$ cat src/sv/dboc_pkg.sv
// Shared types, constants and the Bayer table of the dithered compositor.
`timescale 1ns / 1ps
`default_nettype none

package dboc_pkg;

    localparam int SCREEN_WIDTH = 240;

    localparam int COL_W   = 8;   // screen column 0..255
    localparam int SHIFT_W = 9;   // signed overlay shift
    localparam int SRC_W   = 11;  // signed source column, -255..511
    localparam int BG_W    = 16;
    localparam int IDX_W   = 8;
    localparam int DATA_W  = 16;
    localparam int REG_W   = 2;

    typedef enum logic [REG_W-1:0] {
        REG_OVERLAY_SHIFT    = 2'd0,
        REG_BACKGROUND_SHIFT = 2'd1,
        REG_DARK_INDEX       = 2'd2,
        REG_LIGHT_INDEX      = 2'd3
    } dboc_reg_t;

    typedef struct packed {
        logic [SHIFT_W-1:0] overlay_shift;
        logic [BG_W-1:0]    background_shift;
        logic [IDX_W-1:0]   dark_index;
        logic [IDX_W-1:0]   light_index;
    } dboc_cfg_t;

    localparam logic [IDX_W-1:0] DARK_RESET  = 8'd5;
    localparam logic [IDX_W-1:0] LIGHT_RESET = 8'd6;

    localparam logic [3:0] BAYER [4][4] = '{
        '{4'd0,  4'd8,  4'd2,  4'd10},
        '{4'd12, 4'd4,  4'd14, 4'd6},
        '{4'd3,  4'd11, 4'd1,  4'd9},
        '{4'd15, 4'd7,  4'd13, 4'd5}
    };

endpackage

`default_nettype wire

$ cat src/sv/dboc_cfg_regs.sv
// Configuration register file of the dithered compositor.
`timescale 1ns / 1ps
`default_nettype none

module dboc_cfg_regs
    import dboc_pkg::*;
(
    input  wire logic              clk,
    input  wire logic              rst_n,
    input  wire logic              wr_en,
    input  wire logic [REG_W-1:0]  wr_index,
    input  wire logic [DATA_W-1:0] wr_data,
    output dboc_cfg_t              cfg
);

    dboc_cfg_t cfg_reg;
    dboc_cfg_t cfg_next;

    always_comb
    begin
        cfg_next = cfg_reg;
        if (wr_en)
        begin
            case (dboc_reg_t'(wr_index))
                REG_OVERLAY_SHIFT:    cfg_next.overlay_shift    = wr_data[SHIFT_W-1:0];
                REG_BACKGROUND_SHIFT: cfg_next.background_shift = wr_data[BG_W-1:0];
                REG_DARK_INDEX:       cfg_next.dark_index       = wr_data[IDX_W-1:0];
                REG_LIGHT_INDEX:      cfg_next.light_index      = wr_data[IDX_W-1:0];
                default:              cfg_next = cfg_reg;
            endcase
        end
    end

    always_ff @(posedge clk or negedge rst_n)
    begin
        if (!rst_n)
        begin
            cfg_reg.overlay_shift    <= '0;
            cfg_reg.background_shift <= '0;
            cfg_reg.dark_index       <= DARK_RESET;
            cfg_reg.light_index      <= LIGHT_RESET;
        end
        else
        begin
            cfg_reg <= cfg_next;
        end
    end

    assign cfg = cfg_reg;

endmodule

`default_nettype wire

$ cat src/sv/dboc_pixel.sv
// One pixel: Bayer-dithered background index with overlay composited on top.
`timescale 1ns / 1ps
`default_nettype none

module dboc_pixel
    import dboc_pkg::*;
(
    input  wire logic [COL_W-1:0] col,
    input  wire logic [1:0]       row4,
    input  wire logic [IDX_W-1:0] ovl,
    input  wire dboc_cfg_t        cfg,
    output logic      [IDX_W-1:0] idx
);

    logic [6:0]           mix;
    logic [3:0]           intensity;
    logic [3:0]           thr;
    logic [IDX_W-1:0]     bg_idx;
    logic signed [SRC_W-1:0] src;
    logic                 on_screen;

    // Only the low seven bits of the sum reach intensity bits [6:3].
    assign mix       = col[6:0] + cfg.background_shift[6:0];
    assign intensity = mix[6:3];
    assign thr       = BAYER[row4][col[1:0]];
    assign bg_idx    = (intensity > thr) ? cfg.light_index : cfg.dark_index;

    assign src = $signed({{(SRC_W-COL_W){1'b0}}, col})
               - $signed({{(SRC_W-SHIFT_W){cfg.overlay_shift[SHIFT_W-1]}}, cfg.overlay_shift});
    assign on_screen = !src[SRC_W-1] && ($unsigned(src) < SRC_W'(SCREEN_WIDTH));

    // Zero overlay is the transparent key.
    assign idx = (on_screen && (ovl != '0)) ? ovl : bg_idx;

endmodule

`default_nettype wire

$ cat src/sv/dithered_background_overlay_compositor_unit.sv
// Top level of the dithered background / overlay compositor.
//
//  channel   | handshake          | payload
//  ----------+--------------------+------------------------------------------------
//  input     | start, busy        | pair_column, line_number, overlay_left/right
//  result    | done (strobe)      | pixel_word
//  config    | wr_en              | wr_index, wr_data
//
// One pixel pair per clock: busy stays low, a transfer can happen every cycle.
// Data passes the input register, then both pixel units feed the result register.
// The result shows on pixel_word for the single cycle in which done is high.
// The receiver has no stall; results are never held back.
// Reset clears the valid flags and loads the register defaults (dark 5, light 6).
`timescale 1ns / 1ps
`default_nettype none

module dithered_background_overlay_compositor_unit
    import dboc_pkg::*;
(
    input  wire logic              clk,
    input  wire logic              rst_n,
    // configuration write port
    input  wire logic              wr_en,
    input  wire logic [REG_W-1:0]  wr_index,
    input  wire logic [DATA_W-1:0] wr_data,
    // input command
    input  wire logic              start,
    output logic                   busy,
    input  wire logic [6:0]        pair_column,
    input  wire logic [7:0]        line_number,
    input  wire logic [IDX_W-1:0]  overlay_left,
    input  wire logic [IDX_W-1:0]  overlay_right,
    // result
    output logic                   done,
    output logic [DATA_W-1:0]      pixel_word
);

    dboc_cfg_t cfg;

    logic             in_valid_reg;
    logic [6:0]       pair_reg;
    logic [1:0]       row4_reg;
    logic [IDX_W-1:0] ovl_left_reg;
    logic [IDX_W-1:0] ovl_right_reg;

    logic             done_reg;
    logic [DATA_W-1:0] pixel_word_reg;
    logic [DATA_W-1:0] pixel_word_next;

    logic [IDX_W-1:0] idx_left;
    logic [IDX_W-1:0] idx_right;

    // The pipeline never backs up, so every start is a transfer.
    assign busy = 1'b0;

    dboc_cfg_regs u_cfg (
        .clk      (clk),
        .rst_n    (rst_n),
        .wr_en    (wr_en),
        .wr_index (wr_index),
        .wr_data  (wr_data),
        .cfg      (cfg)
    );

    // Stage 1: capture the pair; only the low two line bits pick the Bayer row.
    always_ff @(posedge clk or negedge rst_n)
    begin
        if (!rst_n)
        begin
            in_valid_reg <= 1'b0;
        end
        else
        begin
            in_valid_reg <= start && !busy;
        end
    end

    always_ff @(posedge clk)
    begin
        if (start && !busy)
        begin
            pair_reg      <= pair_column;
            row4_reg      <= line_number[1:0];
            ovl_left_reg  <= overlay_left;
            ovl_right_reg <= overlay_right;
        end
    end

    // Left pixel sits on the even column, right pixel on the odd one.
    dboc_pixel u_pix_left (
        .col  ({pair_reg, 1'b0}),
        .row4 (row4_reg),
        .ovl  (ovl_left_reg),
        .cfg  (cfg),
        .idx  (idx_left)
    );

    dboc_pixel u_pix_right (
        .col  ({pair_reg, 1'b1}),
        .row4 (row4_reg),
        .ovl  (ovl_right_reg),
        .cfg  (cfg),
        .idx  (idx_right)
    );

    // Pack: low byte left index, high byte right index.
    assign pixel_word_next = {idx_right, idx_left};

    // Stage 2: result register, strobed for exactly one cycle per item.
    always_ff @(posedge clk or negedge rst_n)
    begin
        if (!rst_n)
        begin
            done_reg <= 1'b0;
        end
        else
        begin
            done_reg <= in_valid_reg;
        end
    end

    always_ff @(posedge clk)
    begin
        if (in_valid_reg)
        begin
            pixel_word_reg <= pixel_word_next;
        end
    end

    assign done       = done_reg;
    assign pixel_word = pixel_word_reg;

endmodule

`default_nettype wire

$ cat config.mk
export PLATFORM = sky130hd
export DESIGN_NAME = dithered_background_overlay_compositor_unit
export DESIGN_NICKNAME = d
export VERILOG_FILES = /design/src/sv/dboc_pkg.sv /design/src/sv/dboc_cfg_regs.sv /design/src/sv/dboc_pixel.sv /design/src/sv/dithered_background_overlay_compositor_unit.sv
export SDC_FILE = /design/constraint.sdc
export NUM_CORES = 1
export LEC_CHECK = 0
export ABC_AREA = 1
export BUFFER_PORTS_ARGS = -buffer_cell sky130_fd_sc_hd__buf_2
export CAP_MARGIN = 20
export CORE_UTILIZATION = 43
export CTS_CLUSTER_SIZE = 30
export DETAILED_ROUTE_END_ITERATION = 10
export PLACE_DENSITY_LB_ADDON = 0.15
export SYNTH_ARGS = -nofsm -noshare
export SYNTH_HDL_FRONTEND = slang
export SYNTH_SLANG_ARGS = --single-unit
$ cat constraint.sdc
create_clock -name clk -period 8.3 [get_ports clk]
set_input_delay 0.83 -clock clk [delete_from_list [all_inputs] [get_ports clk]]
set_output_delay 0.83 -clock clk [all_outputs]
set_load 0.02 [all_outputs]
## After elaboration in Yosys (flattened, before gate mapping)

Index checks and enable logic that the tools add are counted.

| word-level totals | value |
|---|---|
| memories | 0 |
| input bits | 53 |
| register bits after elaboration | 75 |
| output and inout port bits | 18 |
| memory bits (read-only) | 0 |
| word-level logic and storage cells | 54 |
| latch bits | 0 |
| memory bits (writable) | 0 |

| operators by class | value |
|---|---|
| bitwise logic cells | 3 |
| reductions and logical operators | 13 |
| multipliers | 0 |
| equal/unequal tests | 3 |
| $lt $le $gt $ge | 7 |
| shift operators | 0 |
| mux-type cells | 13 |
| $add $sub $neg | 4 |
| divide/modulo/power cells | 0 |

Operators with widths:

| operator | number |
|---|---|
| $bmux 16 s2 | 1 |
| $mux 16 | 2 |
| $mux 8 | 4 |
| $lt 11x8->1 const B | 2 |
| $sub 9x9->10 | 2 |
| $bmux 4 s2 | 2 |
| $mux 4 | 4 |
| $reduce_bool 8->1 | 2 |
| $add 7x7->7 | 2 |
| $ge 3x3->1 const B | 3 |
| $not 2->3 | 3 |
| $gt 4x4->1 | 2 |
| $reduce_and 2->1 | 4 |
| $eq 2x2->1 const B | 2 |
| $logic_and 1x1->1 | 4 |
| $eq 2x1->1 const B | 1 |
| $logic_not 1->1 | 2 |
| $logic_not 2->1 | 1 |

## Logic depth before layout (Yosys ltp)

Gate-level depths: netlist (run 1).

| logic depth | value |
|---|---|
| word-level depth | 10 |
| depth in mapped cells | 17 |

## By module

From an unflattened synthesis (run 1), not the netlist that was laid out.

| unflattened totals | value |
|---|---|
| cell total of the unflattened synthesis | 589 |
| area, all modules | 5071.1 µm² |

By module, submodules not included:

| module | area each (µm²) | cells an instance | times used |
|---|---|---|---|
| dboc_pixel | 1002.2 | 180 | 2 |
| dboc_cfg_regs | 1770.4 | 183 | 1 |
| dithered_background_overlay_compositor_unit | 1296.2 | 46 | 1 |

## Least setup slack after synthesis (run 1)

Ideal clock, no wire load.

| timing path | value |
|---|---|
| kind | flip-flop to flip-flop |
| start | register pair_reg[1] |
| end | register pixel_word_reg[10] (netlist: pixel_word[10]) (data pin) |
| data required time | 8.047 ns |
| buffers on the path | 0 |
| cell stages (with the launch flop) | 18 |
| setup slack | 5.512 ns |
| arrival | 2.536 ns |
| setup time | 0.253 ns |
| cells stage by stage | edfxtp_1 ha_1 a21o_1 nand2_1 inv_1 nor2_1 nor2_1 nor2_1 o21ai_0 xor2_1 ha_1 nand2_1 o21ai_2 nand2_1 nand2_1 nand2_1 nand2_1 nand2_1 |

| on the way | value |
|---|---|
| longest elaborated chain between the ends | 5 |
| elaborated cells on any way between the ends | 9 |
| classes of those cells | add/sub (2); order compare (2); mux (2); reduce/logical (3) |

RTL lines:

| element | line | source |
|---|---|---|
| start: declaration | dithered_background_overlay_compositor_unit.sv:41 | `logic [6:0] pair_reg;` |
| start signal: assignment | dithered_background_overlay_compositor_unit.sv:82 | `pair_reg <= pair_column;` |
| $sub 9x9->10 | dboc_pixel.sv:29 | `- $signed({{(SRC_W-SHIFT_W){cfg.overlay_shift[SHIFT_W-1]}}, cfg.overlay_shift});` |
| $lt 11x8->1 / $logic_not 1->1 (equally long branches) | dboc_pixel.sv:30 | `assign on_screen = !src[SRC_W-1] && ($unsigned(src) < SRC_W'(SCREEN_WIDTH));` |
| $logic_and 1x1->1 | dboc_pixel.sv:30 |  |
| $logic_and 1x1->1 | dboc_pixel.sv:33 | `assign idx = (on_screen && (ovl != '0)) ? ovl : bg_idx;` |
| $mux 8 * | dboc_pixel.sv:33 |  |
| named net idx_right[2] | dithered_background_overlay_compositor_unit.sv:51 | `logic [IDX_W-1:0] idx_right;` |
| end signal: assignment | dithered_background_overlay_compositor_unit.sv:126 | `pixel_word_reg <= pixel_word_next;` |
| end: declaration | dithered_background_overlay_compositor_unit.sv:47 | `logic [DATA_W-1:0] pixel_word_reg;` |

The timed path passes the listed nets; every way through them passes the cells marked *.
A chain may end at the register's enable or synchronous reset.

## Final worst setup path (run 1)

| timing path | value |
|---|---|
| start | register pair_reg[1] |
| end | register pixel_word_reg[14] (netlist: pixel_word[14]) (data pin) |

The elaborated chain is that of the path after synthesis.

==> results of run 1 <==
==> final cells by class <==
class | instances | area [µm²] | share of cell area, %
Multi-Input combinational cell | 315 | 1670 | 37.0
Sequential cell | 75 | 2090 | 46.1
Clock inverter | 6 | 65.1 | 1.44
Inverter | 42 | 158 | 3.48
Timing Repair Buffer | 56 | 280 | 6.19
Clock buffer | 10 | 128 | 2.82
Tap cell | 108 | 135 | 2.99
==> layout by cell type (no fill, tap or decap) <==
master and n:
buf_2 56, clkinv_2 2, xor2_1 8, nand4_1 11, clkinvlp_4 1, nor4_1 4, edfxtp_1 41, inv_1 42
xnor2_1 3, clkbuf_8 9, clkbuf_1 1, xor2_2 1, dfstp_2 4, nor2_1 14, o21ai_2 2, nand2_4 1
a21oi_2 1, inv_6 2, o21bai_1 1, conb_1 1, a21o_1 2, o31ai_1 1, o21ai_0 32, a31oi_1 2
nand2_1 149, ha_1 21, a21oi_4 1, o21ai_1 2, nand2_2 3, dfrtp_1 30, nor2_2 3, nor3_1 2
bufinv_16 1, a21oi_1 10, nand3_1 38, nand3_4 2
==> metal layers <==
| metal | vias up | global-route usage (%) | routed length [µm] |
|---|---|---|---|
| li1 | 1586 | - | - |
| met3 | 14 | 4.44 | 389 |
| met1 | 1469 | 25.6 | 3990 |
| met5 | - | 0 | 0 |
| met2 | 89 | 31.5 | 4140 |
| met4 | 0 | 7.23 | 163 |
==> kinds of logic (layout without fill, tap and decap cells) <==
family,after synthesis,after routing,synth area share [%]
fa+ha+maj,21,21,6.65
xor+xnor,12,12,2.85
simple gates,227,227,25.1
flops,75,75,52.9
compound gates,54,54,7.73
buf+inv,49,114,4.75
other cells,1,1,0.0950
==> worst paths after layout <==
check | end | slack, ps | cells past startpoint
max | pixel_word[14] | 4860 | 17
min | u_cfg.cfg[37] | 490 | 2
max reg2reg | pixel_word[14] | 4860 | 17
min reg2reg | u_cfg.cfg[37] | 490 | 2
max in group asynchronous | u_cfg.cfg[5] | 7230 | 1
min in group asynchronous | u_cfg.cfg[18] | 550 | 1
==> worst max-delay path: cells and delay by family, from the launching register on <==
kind | cells | cell delay, ps
AO/OA/AOI/OAI | 3 | 750
XOR/XNOR | 1 | 170
adder cells (fa/ha/maj) | 2 | 660
buffers and inverters | 1 | 60
flip-flops | 1 | 450
AND/OR/NAND/NOR | 10 | 1110
==> per-stage QoR <==
step                      std cells  hold WS (ps)  cell area [µm²]
after CTS                       612           493             4530
after global placement          596           466             4330
final                           612           487             4530
after floorplan                 439           453             3950
after global routing            612           509             4530
after detailed placement        596           473             4330
==> power by group <==
group	switching, W	internal [W]	leakage [nW]
Clock	0.000142	0.000140	0.0971
Sequential	0.0000327	0.000470	0.819
Combinational	0.000306	0.000157	1.30
==> results.tsv, run 1 <==
metric	value	unit
hold_path.class	reg2reg	
core_area	8810	µm²
grt_pass1_wl	14400	µm
synth_ff_type	edfxtp_1	
finalSetupViolCount	0	
ys_seq_elements	75	
drc	8	
netlist.top_cell.by_area	edfxtp_1	
grt_usage	19.5	%
startpoint	pair_reg[1]	
clkSlewWorstSetupHoldPaths	80	ps
fin_crit_sh	41.4	%
cts_setup_buffers	0	
tightest_slew	792	ps
syn_nets	513	
cts_hold_buf	0	
status	finished with violations	
critPathCaptureType	flop	
leakagePower	2.22	nW
drt-total-wl	8680	µm
finalPower	0.00125	W
yosysMostFrequentCell	nand2_1	
nets	573	
initial_utilization	44.8	%
fmax	0.291	GHz
arrival	3550	ps
worstPathCellList	ha_1, a21o_1, nand2_1, inv_1, nor2_1, nor2_1, nor2_1, o21ai_0, xor2_1, ha_1, nand2_1, o21ai_2, nand2_1, nand2_1, nand2_1, nand2_1, nand2_1	
ioPinCount	71	
grt.overflow.total	0	
start_kind	flop	
portBuffers	56	
synth_edf_count	41	
cts_inserted_buffers	9	
vias	3158	
placementRows	34	
avgRoutedWirePerCell	14.2	µm
largest_reg_flops	32	
antenna_left	0	
synthTopCellsByArea	edfxtp_1 31%, dfrtp_1 19%, nand2_1 14%	
syn2layout_area_growth	14.6	%
critical_path_required	8410	ps
crit_path_frequent_cell	nand2_1	
hold_viol	0	
ys_top_cells_by_count	149 x nand2_1, 42 x inv_1, 41 x edfxtp_1	
cts_buffer_depth	2	
crit_slowest_cell	edfxtp_1	
htreeDepth	3	
violations	DRC	
fin_crit	3440	ps
rsz0062_at_grt	no	
grt_max_degree	35	
ys_warn_count	0	
place_congestion	0.892	
dieArea	9570	µm²
relSlewSlack	47.2	%
skew	9.21	ps
finalCoreUtilization	51.4	%
chipHeight	97.8	µm
diodes	0	
tritoncts	done	
ir_drop	0.112	mV
hold_start	u_cfg.cfg[37]	
max_stage_delay	450	ps
pre_cts_ws	4930	ps
r2r_start	pair_reg[1]	
worst-path-max-fanout	9	
dieWidth	97.8	µm
vias_per_cell	5.16	
synth_top_area_share	31.2	%
syn_area_per_cell	8.99	µm²
synth_cells	439	
fill_cells	846	
drt_first_pass_iters	8	
cts_resized	0	
cts_root_buffer	clkbuf_8	
cts.sink_count	75	
syn_area	3950	µm²
cap_violations	0	
dp_hpwl	6550	µm
p_per_area	276	nW/µm²
clk_latency	350	ps
yosysSeqAreaShare	52.9	%
async_reset_ff_share	45.3	%
first_global_vias	2987	
slew_viol_final	0	
drtIter0Drc	116	
crit_type	reg2reg	
final_layout_size_suffix_gt1_share	17.7	%
synth.distinct_cells	31	
setup_tns	0	ps
antenna_found_initial	0	
fin_ws	4860	ps
(Power assumes the default switching activity.)
==> run 2: changes to the inputs <==
--- a/config.mk
+++ b/config.mk
@@ -5,7 +5,7 @@
 export SDC_FILE = /design/constraint.sdc
 export NUM_CORES = 1
 export LEC_CHECK = 0
-export ABC_AREA = 1
+export ABC_AREA = 0
 export BUFFER_PORTS_ARGS = -buffer_cell sky130_fd_sc_hd__buf_2
 export CAP_MARGIN = 20
 export CORE_UTILIZATION = 43
==> constraint.sdc (replaced) <==
create_clock -name clk -period 2.93 [get_ports clk]
set_input_delay 0.293 -clock clk [delete_from_list [all_inputs] [get_ports clk]]
set_output_delay 0.293 -clock clk [all_outputs]
set_load 0.02 [all_outputs]
==> run 2 against run 1 <==
  * Non-clock buffer count rose by 24
  * Critical endpoint is now pixel_word[3]
  * Via count fell by 25%
  * Die area fell by 5.3%
  * Clock-buffer cell count did not move
  * Synthesized area fell by 5.4%
  * Worst setup slack got worse by 5100 ps
  * Sequential share of layout area fell by 1.9 points
  * The run ends with setup timing left
==> results.tsv, run 2 <==
metric	value	unit
status	finished with violations	
violations	setup timing	
layout_common_cells	56 x buf_2, 41 x edfxtp_1, 35 x mux2_2, 30 x dfrtp_1	
critPathCaptureType	flop	
initial_utilization	45.0	%
clkSlewWorstSetupHoldPaths	80	ps
critical_path_required	3030	ps
slew_viol_final	0	
synth_cells	271	
leakagePower	2.05	nW
drt-total-wl	7610	µm
crit_path_frequent_cell	mux2_4	
antenna_found_initial	0	
p_per_area	872	nW/µm²
synth_ff_type	edfxtp_1	
grt_usage	18.2	%
ys_top_cells_by_count	49 x mux2_2, 41 x edfxtp_1, 30 x dfrtp_1	
place_congestion	0.817	
worst-path-max-fanout	8	
final_layout_size_suffix_gt1_share	48.3	%
ys_seq_elements	75	
placed_area	4320	µm²
fill_cells	678	
start_kind	flop	
max_stage_delay	440	ps
synth_top_area_share	33.0	%
worstPathCellList	ha_4, a21oi_4, nor2b_2, nor2_4, o21ba_4, buf_6, xnor2_2, ha_1, o21ai_2, nand2b_1, a21oi_2, a41o_1, buf_12, mux2_4, mux2_4	
netlist.top_cell.by_area	edfxtp_1	
tightest_slew	792	ps
ioPinCount	71	
ys_warn_count	0	
cts_buffer_depth	2	
cts_inserted_buffers	9	
layout.cells.non_filler	467	
synth_edf_count	41	
cts_hold_buf	0	
crit_type	reg2reg	
syn_area_per_cell	13.8	µm²
ir_drop	0.403	mV
grt.overflow.total	0	
relSlewSlack	47.2	%
grt_max_degree	35	
vias	2373	
cap_violations	0	
async_reset_ff_share	45.3	%
antenna_left	0	
drc	0	
finalPower	0.00412	W
dieWidth	95.2	µm
fin_crit	3180	ps
setup_tns	-3600	ps
hold_path.class	in2async	
first_global_vias	2380	
portBuffers	56	
htreeDepth	3	
nets	431	
core_area	8300	µm²
fin_ws	-250	ps
fmax	0.314	GHz
syn2layout_area_growth	26.4	%
crit_slowest_cell	edfxtp_1	
grt_pass1_wl	12000	µm
yosysSeqAreaShare	55.9	%
tritoncts	done	
avgRoutedWirePerCell	16.3	µm
syn_area	3730	µm²
cp_top_family	compound AO/OA/AOI/OAI gates	
yosysMostFrequentCell	mux2_2	
stdcell_area	4720	µm²
finalCoreUtilization	56.9	%
cts_root_buffer	clkbuf_8	
dieArea	9060	µm²
dp_hpwl	5270	µm
arrival	3280	ps
rsz0062_at_grt	yes	
dp_cells	445	
synth.distinct_cells	42	
drtIter0Drc	68	
chipHeight	95.2	µm
mostFrequentLayoutCell	buf_2	
placementRows	33	
largest_reg_flops	32	
synthTopCellsByArea	edfxtp_1 33%, dfrtp_1 20%, mux2_2 15%	
skew	15.9	ps
drt_first_pass_iters	4	
hold_viol	0	
diodes	0	
fin_crit_sh	109	%
syn_nets	345	
clk_latency	350	ps
finalSetupViolCount	16	
crit_buf_inv	2	
cts.sink_count	75	
vias_per_cell	5.08	
## run 2: changes by cell type in the layout (fill, tap and decap cells not counted), moves of 30 or more
cell	before	now
inv_1	42	12
mux2_2	0	35
nand2_1	149	15
nand3_1	38	2
## run 2: metal layers
metal / part of all wire, % / vias to the layer above / GRT usage [%]
met4: 1.8 / 0 / 7.07
met5: 0 / - / 0
met3: 3.2 / 10 / 3.99
li1: - / 1168 / -
met2: 45 / 50 / 27.3
met1: 50 / 1145 / 25.6
## run 2: what timing repair did
| item | in CTS | in global routing |
|---|---|---|
| hold endpoints to repair | 0 | 0 |
| pin swaps | 8 | 10 |
| gates resized for setup | 12 | 22 |
| endpoints found under the setup margin | 16 | 16 |
| buffers inserted | 4 | 2 |
| cloned | 0 | 0 |
## run 2: layout make-up
cell class                 instances  area, µm²  area share (%)
clock buffer                      10        128            2.70
clock inverter                     6       91.3            1.93
inverter                          12       45.0           0.954
multi-input combinational        179       1750            37.0
sequential                        75       2090            44.2
tap                              105        131            2.78
timing repair buffer              80        493            10.4
## run 2: report_power, final
part	leakage, nW	internal [W]	switching, W	total (W)
clock network	0.110	0.000483	0.000399	0.000882
logic	1.14	0.000994	0.000785	0.00178
registers	0.802	0.00135	0.000101	0.00145
## run 2: cells by family after synthesis
kind of cell / count (synthesis) / share of synthesized area (%)
xor+xnor: 17 / 3.99
mux: 55 / 17.2
buf+inv: 17 / 1.81
compound gates: 45 / 8.17
simple gates: 40 / 5.83
other cells: 1 / 0.100
flops: 75 / 55.9
fa+ha+maj: 21 / 7.04
## run 2: worst paths after layout
| kind | start | endpoint | slack, ps | cells after the start |
|---|---|---|---|---|
| min in group clk | overlay_left[6] | ovl_left_reg[6] | 110 | 1 |
| max in group asynchronous | rst_n | u_cfg.cfg[38] | 2400 | 1 |
| worst max-delay path | pair_reg[1] | pixel_word[3] | -250 | 15 |
| worst min register to register | u_cfg.cfg[32] | u_cfg.cfg[32] | 530 | 1 |
| worst max register to register | pair_reg[1] | pixel_word[3] | -250 | 15 |
| worst min-delay path | rst_n | u_cfg.cfg[39] | 10 | 1 |
## run 2: stage by stage
step	hold slack, ps	setup WS (ps)
floorplan	-2.59	-77.5
global placement	427	-250
detailed placement	436	-261
CTS	49.0	-253
global route	85.7	-370
finish	12.4	-250
## run 2: worst reg2reg max path, cell delays in order, from the launching register on
cell and delay [ps]:
edfxtp_1 440, ha_4 310, a21oi_4 60, nor2b_2 150
nor2_4 70, o21ba_4 200, buf_6 110, xnor2_2 120
ha_1 300, o21ai_2 70, nand2b_1 80, a21oi_2 130
a41o_1 170, buf_12 160, mux2_4 300, mux2_4 260
==> run 3: changes to the inputs <==
==> constraint.sdc (replaced) <==
create_clock -name clk -period 3.59 [get_ports clk]
set_input_delay 0.718 -clock clk [delete_from_list [all_inputs] [get_ports clk]]
set_output_delay 0.718 -clock clk [all_outputs]
set_load 0.02 [all_outputs]
==> run 3 against run 2 <==
  * The flow now finishes without violations
  * Global-route usage shrank 1.4 points
  * First-iteration DRC count grew 72%
  * Fmax shrank 6.9%
  * Register-to-register slack gained 420 ps
  * Utilization shrank 4.2 points
  * Worst setup slack gained 420 ps
  * Clock skew shrank 3.9 ps
  * Critical endpoint is now pixel_word[8]
  * Largest cell class unchanged
==> results.tsv, run 3 (same netlist as run 2, synthesis figures left out) <==
metric	value	unit
setup_tns	0	ps
tritoncts	done	
crit_type	reg2reg	
p_per_area	685	nW/µm²
grt_max_degree	35	
vias	2256	
placed_area	4170	µm²
pre_cts_ws	144	ps
cts_inserted_buffers	9	
cts_root_buffer	clkbuf_8	
core_area	8300	µm²
drc	0	
cts_setup_buffers	0	
relSlewSlack	48.2	%
placementRows	33	
ioPinCount	71	
largest_reg_flops	32	
initial_utilization	45.0	%
drt-total-wl	7010	µm
rsz0062_at_grt	no	
drtIter0Drc	117	
critPathCaptureType	flop	
arrival	3510	ps
clk_latency	350	ps
hold_path.class	in2async	
grt_usage	16.8	%
fin_ws	173	ps
fin_crit_sh	95.2	%
avgRoutedWirePerCell	15.7	µm
place_congestion	0.772	
finalCoreUtilization	52.7	%
leakagePower	1.85	nW
antenna_left	0	
antenna_found_initial	0	
fin_crit	3420	ps
slew_viol_final	0	
portBuffers	56	
vias_per_cell	5.05	
dieWidth	95.2	µm
cts.sink_count	75	
finalSetupViolCount	0	
worst-path-max-fanout	8	
dp_hpwl	5290	µm
cts_hold_buf	0	
finalPower	0.00299	W
mostFrequentLayoutCell	buf_2	
r2r_cells	15	
ir_drop	0.332	mV
syn2layout_area_growth	17.0	%
layout_common_cells	56 x buf_2, 49 x mux2_2, 41 x edfxtp_1, 30 x dfrtp_1, 21 x ha_1	
diodes	0	
clkSlewWorstSetupHoldPaths	80	ps
first_global_vias	2209	
grt_pass1_wl	10900	µm
chipHeight	95.2	µm
fmax	0.293	GHz
nets	411	
cts_buffer_depth	2	
tightest_slew	777	ps
stdcell_area	4370	µm²
skew	12.0	ps
dieArea	9060	µm²
status	finished clean	
cap_violations	0	
drt_first_pass_iters	4	
critical_path_required	3680	ps
hold_viol	0	
grt.overflow.total	0	
htreeDepth	3	
final_layout_size_suffix_gt1_share	41.2	%
start_kind	flop	
-- run 3: cell types whose count changed in the layout (fill, tap and decap cells not counted), moves of 3 or more --
| cell | before | now |
|---|---|---|
| buf_4 | 20 | 3 |
| ha_1 | 17 | 21 |
| ha_4 | 3 | 0 |
| mux2_2 | 35 | 49 |
| mux2_4 | 20 | 6 |
| o21ai_0 | 12 | 15 |
-- run 3: worst paths after layout --
check | startpoint | to | slack (ps)
max in group asynchronous | rst_n | u_cfg.cfg[6] | 2640
worst min register to register | u_cfg.cfg[32] | u_cfg.cfg[32] | 510
worst max register to register | pair_reg[1] | pixel_word[8] | 170
min in group clk | u_cfg.cfg[32] | u_cfg.cfg[32] | 510
worst max-delay path | pair_reg[1] | pixel_word[8] | 170
worst min-delay path | rst_n | u_cfg.cfg[33] | 440
-- run 3: cell type report --
class | instances | area, µm²
Clock buffer | 9 | 124
Clock inverter | 7 | 76.3
Fill cell | 716 | 3930
Inverter | 12 | 45.0
Multi-Input combinational cell | 179 | 1580
Sequential cell | 75 | 2090
Tap cell | 105 | 131
Timing Repair Buffer | 60 | 323
-- run 3: critical path: stages, from the launching register on --
cell and delay (ps):
edfxtp_1 430, ha_1 360, a21oi_2 190, nor2b_1 60, nor2_1 160, o21ba_2 170, o31ai_1 80, xor2_1 160
ha_1 300, o21ai_0 70, nand2b_1 70, a21oi_1 150, a41o_1 170, buf_12 140, mux2_2 370, mux2_2 280
-- run 3: report_power, final --
group          total (W)  switching (W)  internal [W]
combinational    0.00116       0.000559      0.000605
sequential       0.00118      0.0000742       0.00110
clock           0.000653       0.000327      0.000326
-- run 3: stage by stage --
step / hold slack, ps / instances
floorplan: 422 / 271
global placement: 496 / 431
detailed placement: 502 / 431
CTS: 462 / 447
global route: 501 / 447
finish: 440 / 447
-- run 3: routing by layer --
metal	vias up	track usage (%)	part of all wire, %
met4	0	7.58	1.8
met2	34	26.1	47
met5	-	0	0
li1	1134	-	-
met1	1078	22.6	48
met3	10	3.27	2.4
-- run 3: repair_timing --
item	in CTS	in global routing
resized for setup	0	1
hold endpoints to repair	0	0
endpoints found under the setup margin	0	12
